### config.mk
export PLATFORM = sky130hd
export DESIGN_NAME = lsra_ctrl
export DESIGN_NICKNAME = d
export VERILOG_FILES = /design/src/rtl/core/lsra_pkg.sv /design/src/rtl/core/lsra_ctrl.sv
export SDC_FILE = /design/constraint.sdc
export NUM_CORES = 1
export LEC_CHECK = 0
export BUFFER_PORTS_ARGS = -buffer_cell sky130_fd_sc_hd__clkbuf_2
export CORE_AREA = 2 2 39 41
export CTS_BUF_LIST = sky130_fd_sc_hd__clkbuf_8
export DETAILED_ROUTE_END_ITERATION = 12
export DIE_AREA = 0 0 41 43
export PLACE_DENSITY = 0.65
export SLEW_MARGIN = 20
export SYNTH_ARGS = -nofsm -noshare
export SYNTH_HDL_FRONTEND = slang
export SYNTH_SLANG_ARGS = --single-unit
### constraint.sdc
create_clock -name clock -period 3.2 [get_ports clock]
set_clock_uncertainty 0.15 [all_clocks]
set_input_delay 0.64 -clock clock [delete_from_list [all_inputs] [get_ports clock]]
set_output_delay 0.64 -clock clock [all_outputs]
set_load 0.1 [all_outputs]
### src/rtl/core/lsra_pkg.sv
// Shared constants, codes and controller/datapath handshake types for the
// aligned span register allocator. No dependencies.
package lsra_pkg;

   // default sizing of the register class and position fields
   localparam int DEF_REGS      = 256;
   localparam int DEF_MAX_WIDTH = 16;
   localparam int DEF_POS_BITS  = 16;

   // occupancy is stored in chunks wide enough for the largest aligned window
   localparam int CHUNK_BITS = 32;
   localparam int CHUNK_LOG  = 5;

   // fixed field widths
   localparam int CSR_W    = 9;
   localparam int SPAN_W   = 5;
   localparam int STATUS_W = 2;
   localparam int BASE_W   = 8;
   localparam int LIVE_W   = 9;
   localparam int RELIEF_W = 5;
   localparam int RELIEF_MAX = 31;

   // request actions
   localparam logic ACT_BEGIN = 1'b0;
   localparam logic ACT_ALLOC = 1'b1;

   // configuration register indexes
   localparam logic CSR_NUM_REGS = 1'b0;
   localparam logic CSR_RESERVED = 1'b1;

   // response status codes
   localparam logic [STATUS_W-1:0] STAT_ALLOC   = 2'd0;
   localparam logic [STATUS_W-1:0] STAT_NOREG   = 2'd1;
   localparam logic [STATUS_W-1:0] STAT_REFUSED = 2'd2;
   localparam logic [STATUS_W-1:0] STAT_BEGUN   = 2'd3;

   // controller to datapath commands
   typedef struct packed {
      logic accept;
      logic clear_class;
      logic refuse;
      logic expire_step;
      logic expire_end;
      logic top_step;
      logic bound_load;
      logic search_step;
      logic grant;
      logic fail;
   } cmd_type;

   // datapath to controller status
   typedef struct packed {
      logic is_begin;
      logic overflowed;
      logic expire_done;
      logic top_done;
      logic search_hit;
      logic search_last;
   } sts_type;

endpackage

### src/rtl/core/lsra_ctrl.sv
// Sequencing state machine of the allocator: begin, refuse, expiry pass,
// top scan, bound setup, window search, grant or fail. Uses lsra_pkg.
module lsra_ctrl (
   input  logic              clock,
   input  logic              reset,
   input  logic              start,
   output logic              busy,
   output lsra_pkg::cmd_type cmd,
   input  lsra_pkg::sts_type sts
);

   typedef enum logic [7:0] {
      ST_IDLE     = 8'b0000_0001,
      ST_DISPATCH = 8'b0000_0010,
      ST_EXPIRE   = 8'b0000_0100,
      ST_TOP      = 8'b0000_1000,
      ST_BOUND    = 8'b0001_0000,
      ST_SEARCH   = 8'b0010_0000,
      ST_GRANT    = 8'b0100_0000,
      ST_FAIL     = 8'b1000_0000
   } state_type;

   state_type state_ff;
   state_type state_in;

   // next state and commands
   always_comb begin
      cmd      = '0;
      state_in = state_ff;
      unique case (state_ff)
         ST_IDLE: begin
            if (start) begin
               cmd.accept = 1'b1;
               state_in   = ST_DISPATCH;
            end
         end
         ST_DISPATCH: begin
            if (sts.is_begin) begin
               cmd.clear_class = 1'b1;
               state_in        = ST_IDLE;
            end else if (sts.overflowed) begin
               cmd.refuse = 1'b1;
               state_in   = ST_IDLE;
            end else begin
               state_in = ST_EXPIRE;
            end
         end
         ST_EXPIRE: begin
            if (sts.expire_done) begin
               cmd.expire_end = 1'b1;
               state_in       = ST_TOP;
            end else begin
               cmd.expire_step = 1'b1;
            end
         end
         ST_TOP: begin
            cmd.top_step = 1'b1;
            if (sts.top_done) begin
               state_in = ST_BOUND;
            end
         end
         ST_BOUND: begin
            cmd.bound_load = 1'b1;
            state_in       = ST_SEARCH;
         end
         ST_SEARCH: begin
            cmd.search_step = 1'b1;
            if (sts.search_hit) begin
               state_in = ST_GRANT;
            end else if (sts.search_last) begin
               state_in = ST_FAIL;
            end
         end
         ST_GRANT: begin
            cmd.grant = 1'b1;
            state_in  = ST_IDLE;
         end
         ST_FAIL: begin
            cmd.fail = 1'b1;
            state_in = ST_IDLE;
         end
         default: begin
            state_in = ST_IDLE;
         end
      endcase
   end

   // state register
   always_ff @(posedge clock) begin
      if (reset) begin
         state_ff <= ST_IDLE;
      end else begin
         state_ff <= state_in;
      end
   end

   assign busy = (state_ff != ST_IDLE);

endmodule

==> results of run 1 <==
-- metal layers --
metal	GRT usage	vias to the layer above	share of wire
li1	-	276	-
met1	0.2190	237	0.47
met2	0.2281	17	0.47
met3	0.04712	0	0.055
met4	0.06000	0	0
met5	0	-	0
-- cells in the mapped netlist --
| cell type | number |
|---|---|
| and4b_1 | 1 |
| nor2b_1 | 1 |
| nand2b_1 | 1 |
| and3b_1 | 3 |
| inv_1 | 4 |
| a211o_1 | 1 |
| dfxtp_1 | 8 |
| a22o_1 | 1 |
| a21oi_1 | 2 |
| nand2_2 | 1 |
| o21ai_0 | 2 |
| nand2_1 | 3 |
| nor4b_1 | 1 |
| nor3_1 | 6 |
| o22a_2 | 1 |
| and2b_2 | 1 |
| and2_1 | 2 |
| nand2b_2 | 1 |
| nor3b_1 | 2 |
| and4_1 | 2 |
| nor3_2 | 1 |
| nor2_1 | 11 |
| or3_1 | 1 |
| o22ai_2 | 1 |
| nand3_1 | 1 |
| nor3_4 | 1 |
| xor2_1 | 1 |
| nand4_1 | 3 |
-- power by group through the flow --
| stage | sequential, W | clock [W] | combinational, W |
|---|---|---|---|
| 2_1_floorplan | 0.000110 | 0 | 0.0000893 |
| 3_3_place_gp | 0.000112 | 0 | 0.000109 |
| 3_5_place_dp | 0.000112 | 0 | 0.000110 |
| 4_1_cts | 0.000110 | 0.000120 | 0.000110 |
| 5_1_grt | 0.000111 | 0.000129 | 0.000118 |
| 6_report | 0.000111 | 0.000117 | 0.000110 |
-- worst paths after layout --
check,start,to,slack (ns),depth (start not counted)
min reg2reg,state_ff[2]$_SDFFE_PP0P_,state_ff[2]$_SDFFE_PP0P_,0.42,2
max reg2reg,state_ff[2]$_SDFFE_PP0P_,state_ff[0]$_SDFFE_PP1P_,1.49,5
max,state_ff[2]$_SDFFE_PP0P_,cmd[3],0.62,4
min,state_ff[2]$_SDFFE_PP0P_,state_ff[2]$_SDFFE_PP0P_,0.42,2
-- cell type report --
class,count,share of cell area
Clock buffer,3,0.06044
Inverter,4,0.02198
Multi-Input combinational cell,52,0.5147
Sequential cell,8,0.2344
Tap cell,16,0.02930
Timing Repair Buffer,19,0.1392
-- kinds of logic after synthesis --
group,share of synthesized area
xor+xnor,0.01720
simple gates,0.5209
buf+inv,0.02948
flops,0.3145
compound gates,0.1179
-- critical path: cells and delay by family (launching register included) --
family | cells | cell delay, ns
flip-flops | 1 | 0.35
buffers and inverters | 1 | 0.46
AND/OR/NAND/NOR | 3 | 0.75
-- stage by stage --
stage	setup slack (ns)	hold WS, ns	cell area [µm²]
after global placement	0.8569	0.3936	641.9
final	0.6181	0.4165	683.2
after CTS	0.6298	0.4079	683.2
after global routing	0.5085	0.4276	683.2
after floorplan	-0.1742	0.3510	526.8
after detailed placement	0.8699	0.4006	641.9
==> results.tsv, run 1 <==
stage	metric	value	unit
cts	post-cts resize count	0	
placed_design	placed insts	99	
cts	CTS tree	done	
drt	vias	530	
min_path	Hold Path Class	flip-flop to flip-flop	
drt	Routed WL per cell	11.19	µm
final_layout	Area Growth Syn to Fin	34.15	%
placed_design	hpwl dp	930.6	µm
sta	count of final setup violators	0	
drt	via-per-instance ratio	5.196	
pwr	sw power	0.0001249	W
worst_setup_path	worst path cell trace	nor3_2, and3b_1, and3b_1, clkbuf_2	
cts	postcts setup bufs	0	
final_layout	Largest regs	state_ff (8)	
global_route	largest net degree at the start of global routing	8	
worst_setup_path	Max FO, Critical Path	6	
final_layout	Register Area	160.2	µm²
yosys	Synth Net Count	73	
worst_setup_path	Startpoint Class	flip-flop	
yosys	sequential share of the synthesized area	0.3145	
sta	final slew viol count	0	
final_layout	Top reg by flops	state_ff	
drt	final WL	1141	µm
sta	Tcrit/Tclk final	0.8069	
final_layout	Final Non-Filler Cells	102	
sta	Worst Max-Slew Pin Slew	0.5424	ns
placed_design	gp weighted congestion	0.7431	
floorplanning	starting density of the core	0.3680	
final_layout	# fillers	140	
cts	Worst-path clk slew	0.04	ns
worst_setup_path	crit path kind	flip-flop to output port	
cts	Hold Buf Count CTS	0	
sta	RSZ-0062 raised after global routing	false	
yosys	ranking of synthesized cells by area	dfxtp_1 (31%), nor2_1 (8.1%), nor3_1 (5.9%)	
global_route	initial antenna violation count	0	
floorplanning	Die ar.	1763	µm²
final_layout	Final nets	97	
pwr	Power Total	0.0003372	W
final_layout	footprint of the multi-input gates	351.6	µm²
final_layout	# diodes	0	
drt	DRT iter0 DRCs	17	
worst_setup_path	crit path DAT	1.79	ns
pwr	Max VDD drop	0.5251	mV
worst_setup_path	Worst path max stage delay	0.46	ns
yosys	Syn Area/Cell	7.957	µm²
cts	H-tree levels	1	
worst_setup_path	CP most frequent cell	and3b_1	
sta	Hold Vio Cnt, Final	0	
yosys	cell count after synthesis	64	
pwr	Sw Share	0.3704	
global_route	vias in the first global route	464	
floorplanning	Core ar.	1384	µm²
status	status	finished clean	
final_layout	most common cell after layout, fill and taps aside	clkbuf_2	
final_layout	Largest register FFs	8	
final_layout	most frequent cells in the layout	clkbuf_2 (19), nor2_1 (10), dfxtp_1 (8)	
cts	total CTS buffers	3	
yosys	yosys warns	0	
drt	Post-DRT Antenna Nets	0	
pwr	power density of the placed cells	493.6	nW/µm²
pwr	LEAKAGE	0.3289	nW
floorplanning	Die W	41	µm
pwr	Int Power	0.0002123	W
worst_setup_path	slowest CP cell	clkbuf_2	
sta	fmax	387.3	MHz
yosys	Netlist cell types	28	
sta	Slew Limit Headroom	0.6399	
cts	Skew-Pair Late Insertion Delay	0.22	ns
global_route	total grt overflow	0	
pwr	Comb pwr share	0.327	
sta	Tmin final	2.582	ns
pwr	register share of total power	0.328	
cts	Root Driver	clkbuf_8	
run	maxcap violations	0	
drt	residual DRC count	0	
final_layout	final core area utilization	0.4937	
global_route	gr usage total	0.1594	
floorplanning	FP Rows	14	
placed_design	IO Port Bufs	19	
pwr	Clock Power Share	0.346	
yosys	leading area contributor after synthesis	dfxtp_1	
drt	TritonRoute pass-1 iters	4	
sta	TNS Setup	0	ns
floorplanning	DIE HEIGHT	43	µm
worst_setup_path	Worst setup EP type	output port	
floorplanning	io pins	20	
worst_setup_path	CP required	2.41	ns
yosys	post-synth top area share	0.3145	
global_route	first-pass GRT wire length	1918	µm
cts	CTS sink count	8	
yosys	mapped cell area	509.2	µm²
yosys	Seq cells post-synth	8	
final_layout	layout cell share with drive strength beyond 1	0.3721	
cts	clock buffer depth	2	
Note: power is estimated with default switching activity, not from simulation.
==> run 2: changes to the inputs <==
Clock period 3.2 ns to 2.4 ns, I/O delays scaled along.
==> results.tsv, run 2 (same netlist as run 1, synthesis figures left out) <==
stage	metric	value	unit
cts	CTS tree	done	
global_route	largest net degree at the start of global routing	8	
global_route	first-pass GRT wire length	1883	µm
drt	TritonRoute pass-1 iters	4	
global_route	gr usage total	0.1623	
drt	DRT iter0 DRCs	7	
final_layout	Area Growth Syn to Fin	48.65	%
min_path	Hold Path Sink	state_ff[7]$_SDFFE_PP0P_	
final_layout	most common cell after layout, fill and taps aside	clkbuf_2	
sta	final slew viol count	0	
run	maxcap violations	0	
pwr	register share of total power	0.317	
drt	vias	554	
worst_setup_path	R2R depth	5	
status	status	finished clean	
final_layout	Largest register FFs	8	
worst_setup_path	crit path DAT	1.61	ns
cts	total CTS buffers	3	
worst_setup_path	Reg-to-Reg Start	state_ff[2]$_SDFFE_PP0P_	
global_route	total grt overflow	0	
final_layout	Final nets	97	
placed_design	hpwl dp	986.6	µm
final_layout	post-route cell area	757.0	µm²
final_layout	layout cell share with drive strength beyond 1	0.4713	
worst_setup_path	Worst setup EP type	output port	
cts	Worst-path clk slew	0.04	ns
sta	count of final setup violators	0	
floorplanning	starting density of the core	0.3680	
pwr	LEAKAGE	0.3574	nW
placed_design	IO Port Bufs	19	
cts	CTS sink count	8	
final_layout	Top reg by flops	state_ff	
sta	fmax	445.9	MHz
drt	residual DRC count	0	
final_layout	Largest regs	state_ff (8)	
floorplanning	Die W	41	µm
placed_design	Placement Cell Area	711.9	µm²
sta	TNS Setup	0	ns
floorplanning	Core ar.	1384	µm²
sta	Tmin final	2.243	ns
floorplanning	io pins	20	
worst_setup_path	Startpoint Class	flip-flop	
cts	post-cts resize count	0	
final_layout	# fillers	134	
sta	Slew Limit Headroom	0.6423	
cts	Root Driver	clkbuf_8	
floorplanning	DIE HEIGHT	43	µm
worst_setup_path	Critical R2R Capture	state_ff[0]$_SDFFE_PP1P_	
min_path	Hold Path Class	input port to flip-flop	
pwr	Comb pwr share	0.326	
sta	Worst Max-Slew Pin Slew	0.5389	ns
floorplanning	FP Rows	14	
cts	clock buffer depth	2	
worst_setup_path	r2r setup slk	0.66	ns
drt	via-per-instance ratio	5.379	
cts	Skew-Pair Late Insertion Delay	0.23	ns
pwr	Sw Share	0.3805	
cts	postcts setup bufs	0	
cts	H-tree levels	1	
worst_setup_path	Max FO, Critical Path	6	
pwr	Int Power	0.0002884	W
global_route	initial antenna violation count	0	
worst_setup_path	CP required	1.77	ns
pwr	Clock Power Share	0.357	
cts	Hold Buf Count CTS	0	
sta	Tcrit/Tclk final	0.9345	
sta	RSZ-0062 raised after global routing	false	
pwr	Max VDD drop	0.4003	mV
pwr	power density of the placed cells	615.1	nW/µm²
floorplanning	Die ar.	1763	µm²
final_layout	most frequent cells in the layout	clkbuf_2 (13), nor2_1 (6), inv_1 (5)	
drt	Post-DRT Antenna Nets	0	
final_layout	# diodes	0	
sta	Hold Vio Cnt, Final	0	
drt	final WL	1216	µm
min_path	Hold Path Depth	2	
pwr	sw power	0.0001772	W
drt	Routed WL per cell	11.81	µm
global_route	vias in the first global route	508	
min_path	Hold Path Origin	sts[1]	
worst_setup_path	crit path kind	flip-flop to output port	
placed_design	gp weighted congestion	0.8440	
==> run 2: worst max-delay path by stage <==
stage                                        start  endpoint  slack [ns]  depth (start not counted)
final                     state_ff[5]$_SDFFE_PP0P_    cmd[9]        0.16                          4
after global routing      state_ff[2]$_SDFFE_PP0P_    cmd[8]        0.05                          4
after CTS                 state_ff[2]$_SDFFE_PP0P_    cmd[8]        0.15                          4
after detailed placement  state_ff[2]$_SDFFE_PP0P_    cmd[8]        0.40                          4
after global placement    state_ff[5]$_SDFFE_PP0P_    cmd[9]        0.42                          4
after floorplan           state_ff[0]$_SDFFE_PP1P_    cmd[9]       -0.68                          3
==> run 2: cell type report <==
class / count / area [µm²] / share of cell area
flip-flops and latches: 8 / 168.9 / 0.2231
multi-input cells: 52 / 372.9 / 0.4926
repair buffers: 19 / 135.1 / 0.1785
well taps: 16 / 20.02 / 0.02645
clock buffers: 3 / 41.29 / 0.05455
inverters: 4 / 15.01 / 0.01983
clock inverters: 1 / 3.754 / 0.004959
==> run 2: per-stage QoR <==
step	std cells	utilization	setup WS, ns	total power (W)	hold WS [ns]
after global routing	103	0.5470	0.04838	0.0004874	0.3126
after CTS	103	0.5470	0.1508	0.0004708	0.3113
after detailed placement	99	0.5145	0.4045	0.0003014	0.3809
final	103	0.5470	0.1572	0.0004656	0.3178
after global placement	99	0.5145	0.4161	0.0003007	0.3823
after floorplan	64	-	-0.6847	0.0002704	0.3404
==> run 2: critical path: stages (launching register included) <==
cell and delay, ns:
dfxtp_4 0.36, nor2_2 0.12, nand4_1 0.27, nor2_4 0.17
clkbuf_2 0.46
==> run 2: layer usage <==
| metal | share of wire | track usage | wire length, µm | up-vias |
|---|---|---|---|---|
| li1 | - | - | - | 277 |
| met1 | 0.43 | 0.1726 | 522 | 256 |
| met2 | 0.49 | 0.2531 | 598 | 17 |
| met3 | 0.052 | 0.04712 | 63 | 4 |
| met4 | 0.025 | 0.1200 | 31 | 0 |
| met5 | 0 | 0 | 0 | - |
==> run 2: power by group through the flow <==
stage          registers, W  clock network [W]  logic (W)
6_report           0.000148           0.000166   0.000152
5_1_grt            0.000148           0.000176   0.000163
4_1_cts            0.000147           0.000171   0.000153
3_5_place_dp       0.000150                  0   0.000152
3_3_place_gp       0.000149                  0   0.000151
2_1_floorplan      0.000148                  0   0.000122
==> run 3: changes to the inputs <==
Settings changed: REMOVE_ABC_BUFFERS set to 1.
==> results.tsv, run 3 (same netlist as run 1, synthesis figures left out) <==
stage	metric	value	unit
drt	vias	566	
floorplanning	io pins	20	
pwr	Int Power	0.0002854	W
sta	Hold Vio Cnt, Final	0	
cts	H-tree levels	1	
floorplanning	starting density of the core	0.3680	
pwr	power density of the placed cells	643.9	nW/µm²
cts	CTS tree	done	
floorplanning	DIE HEIGHT	43	µm
global_route	largest net degree at the start of global routing	8	
floorplanning	Die W	41	µm
final_layout	Top reg by flops	state_ff	
worst_setup_path	slowest CP cell	clkbuf_2	
final_layout	layout cell share with drive strength beyond 1	0.3372	
sta	Tmin final	2.272	ns
placed_design	gp weighted congestion	0.7672	
cts	Worst-path clk slew	0.04	ns
placed_design	placed insts	99	
global_route	vias in the first global route	453	
sta	Worst Max-Slew Pin Slew	0.5428	ns
worst_setup_path	crit path kind	flip-flop to output port	
worst_setup_path	Critical Path Source	state_ff[2]$_SDFFE_PP0P_	
final_layout	Final nets	97	
cts	Skew-Pair Late Insertion Delay	0.23	ns
pwr	Clock Power Share	0.351	
sta	final slew viol count	0	
worst_setup_path	worst path cell trace	nor3_2, nand4_1, inv_1, clkbuf_2	
floorplanning	Core ar.	1384	µm²
pwr	LEAKAGE	0.3372	nW
final_layout	Largest register FFs	8	
final_layout	# diodes	0	
sta	count of final setup violators	0	
pwr	register share of total power	0.324	
sta	Slew Limit Headroom	0.6397	
worst_setup_path	crit path DAT	1.64	ns
worst_setup_path	CP delay by family, top	simple AND/OR/NAND/NOR gates	
final_layout	# fillers	127	
pwr	Sw Share	0.3719	
global_route	total grt overflow	0	
min_path	Hold Path Class	input port to flip-flop	
floorplanning	FP Rows	14	
drt	residual DRC count	0	
cts	Hold Buf Count CTS	0	
drt	Post-DRT Antenna Nets	0	
final_layout	most frequent cells in the layout	clkbuf_2 (13), nor2_1 (11), dfxtp_1 (8)	
placed_design	Placement Cell Area	664.4	µm²
worst_setup_path	Startpoint Class	flip-flop	
worst_setup_path	Worst path max stage delay	0.45	ns
worst_setup_path	Worst setup EP type	output port	
status	status	finished clean	
final_layout	Area Growth Syn to Fin	38.58	%
pwr	Comb pwr share	0.325	
worst_setup_path	worst path bufs/invs	2	
pwr	Max VDD drop	0.4400	mV
cts	total CTS buffers	3	
final_layout	most common cell after layout, fill and taps aside	clkbuf_2	
sta	fmax	440.1	MHz
run	maxcap violations	0	
sta	Tcrit/Tclk final	0.9467	
final_layout	final core area utilization	0.5099	
drt	DRT iter0 DRCs	14	
min_path	Hold Path Origin	sts[1]	
floorplanning	Die ar.	1763	µm²
worst_setup_path	Max FO, Critical Path	6	
final_layout	post-route cell area	705.7	µm²
placed_design	hpwl dp	973.4	µm
drt	via-per-instance ratio	5.549	
drt	Routed WL per cell	12.29	µm
global_route	gr usage total	0.1591	
drt	final WL	1254	µm
cts	CTS sink count	8	
cts	post-cts resize count	0	
pwr	sw power	0.0001690	W
cts	clock buffer depth	2	
sta	hold slack	0.3346	ns
drt	TritonRoute pass-1 iters	4	
final_layout	Final Non-Filler Cells	102	
cts	postcts setup bufs	0	
global_route	initial antenna violation count	0	
final_layout	Largest regs	state_ff (8)	
worst_setup_path	CP required	1.77	ns
cts	Root Driver	clkbuf_8	
placed_design	IO Port Bufs	19	
worst_setup_path	Reg-to-Reg Start	state_ff[4]$_SDFFE_PP0P_	
sta	TNS Setup	0	ns
sta	RSZ-0062 raised after global routing	false	
global_route	first-pass GRT wire length	1918	µm
==> run 3: changes by cell type in the layout (fill, tap and decap cells not counted), sizes merged <==
cell,delta
inv,-1
==> run 3: routing by layer <==
metal | global-route usage | share of wire | up-vias
met4 | 0.08000 | 0.021 | 0
li1 | - | - | 278
met3 | 0.03141 | 0.065 | 6
met1 | 0.2110 | 0.44 | 254
met5 | 0 | 0 | -
met2 | 0.2344 | 0.47 | 28
==> run 3: worst paths after layout <==
check                             end  slack [ns]  cells after the start
min          state_ff[7]$_SDFFE_PP0P_        0.33                      2
max                            cmd[2]        0.13                      4
min reg2reg  state_ff[3]$_SDFFE_PP0P_        0.40                      2
max reg2reg  state_ff[0]$_SDFFE_PP1P_        0.70                      5
==> run 3: per-stage QoR <==
step / setup slack, ns / total power, W
detailed placement: 0.4064 / 0.0002951
finish: 0.1278 / 0.0004544
CTS: 0.1312 / 0.0004575
global route: 0.01879 / 0.0004732
floorplan: -1.504 / 0.0002603
global placement: 0.4267 / 0.0002941
==> run 3: layout make-up <==
| class | instances | area (µm²) | area share |
|---|---|---|---|
| Tap cell | 16 | 20.02 | 0.02837 |
| Multi-Input combinational cell | 52 | 334.1 | 0.4734 |
| Clock buffer | 3 | 41.29 | 0.05851 |
| Timing Repair Buffer | 19 | 135.1 | 0.1915 |
| Inverter | 4 | 15.01 | 0.02128 |
| Sequential cell | 8 | 160.2 | 0.2270 |
==> run 3: power by group through the flow <==
stage | logic [W] | registers (W) | clock network [W]
after global routing | 0.000157 | 0.000148 | 0.000169
after floorplan | 0.000113 | 0.000147 | 0
after global placement | 0.000145 | 0.000149 | 0
final | 0.000148 | 0.000147 | 0.000159
after CTS | 0.000147 | 0.000147 | 0.000163
after detailed placement | 0.000146 | 0.000149 | 0
==> run 3: worst register-to-register path, stage by stage, from the launching register on <==
cell     delay [ns]
dfxtp_1        0.37
nor3_4         0.28
nand2_2        0.13
o22ai_2        0.28
nor3b_1        0.08
a211o_1        0.29
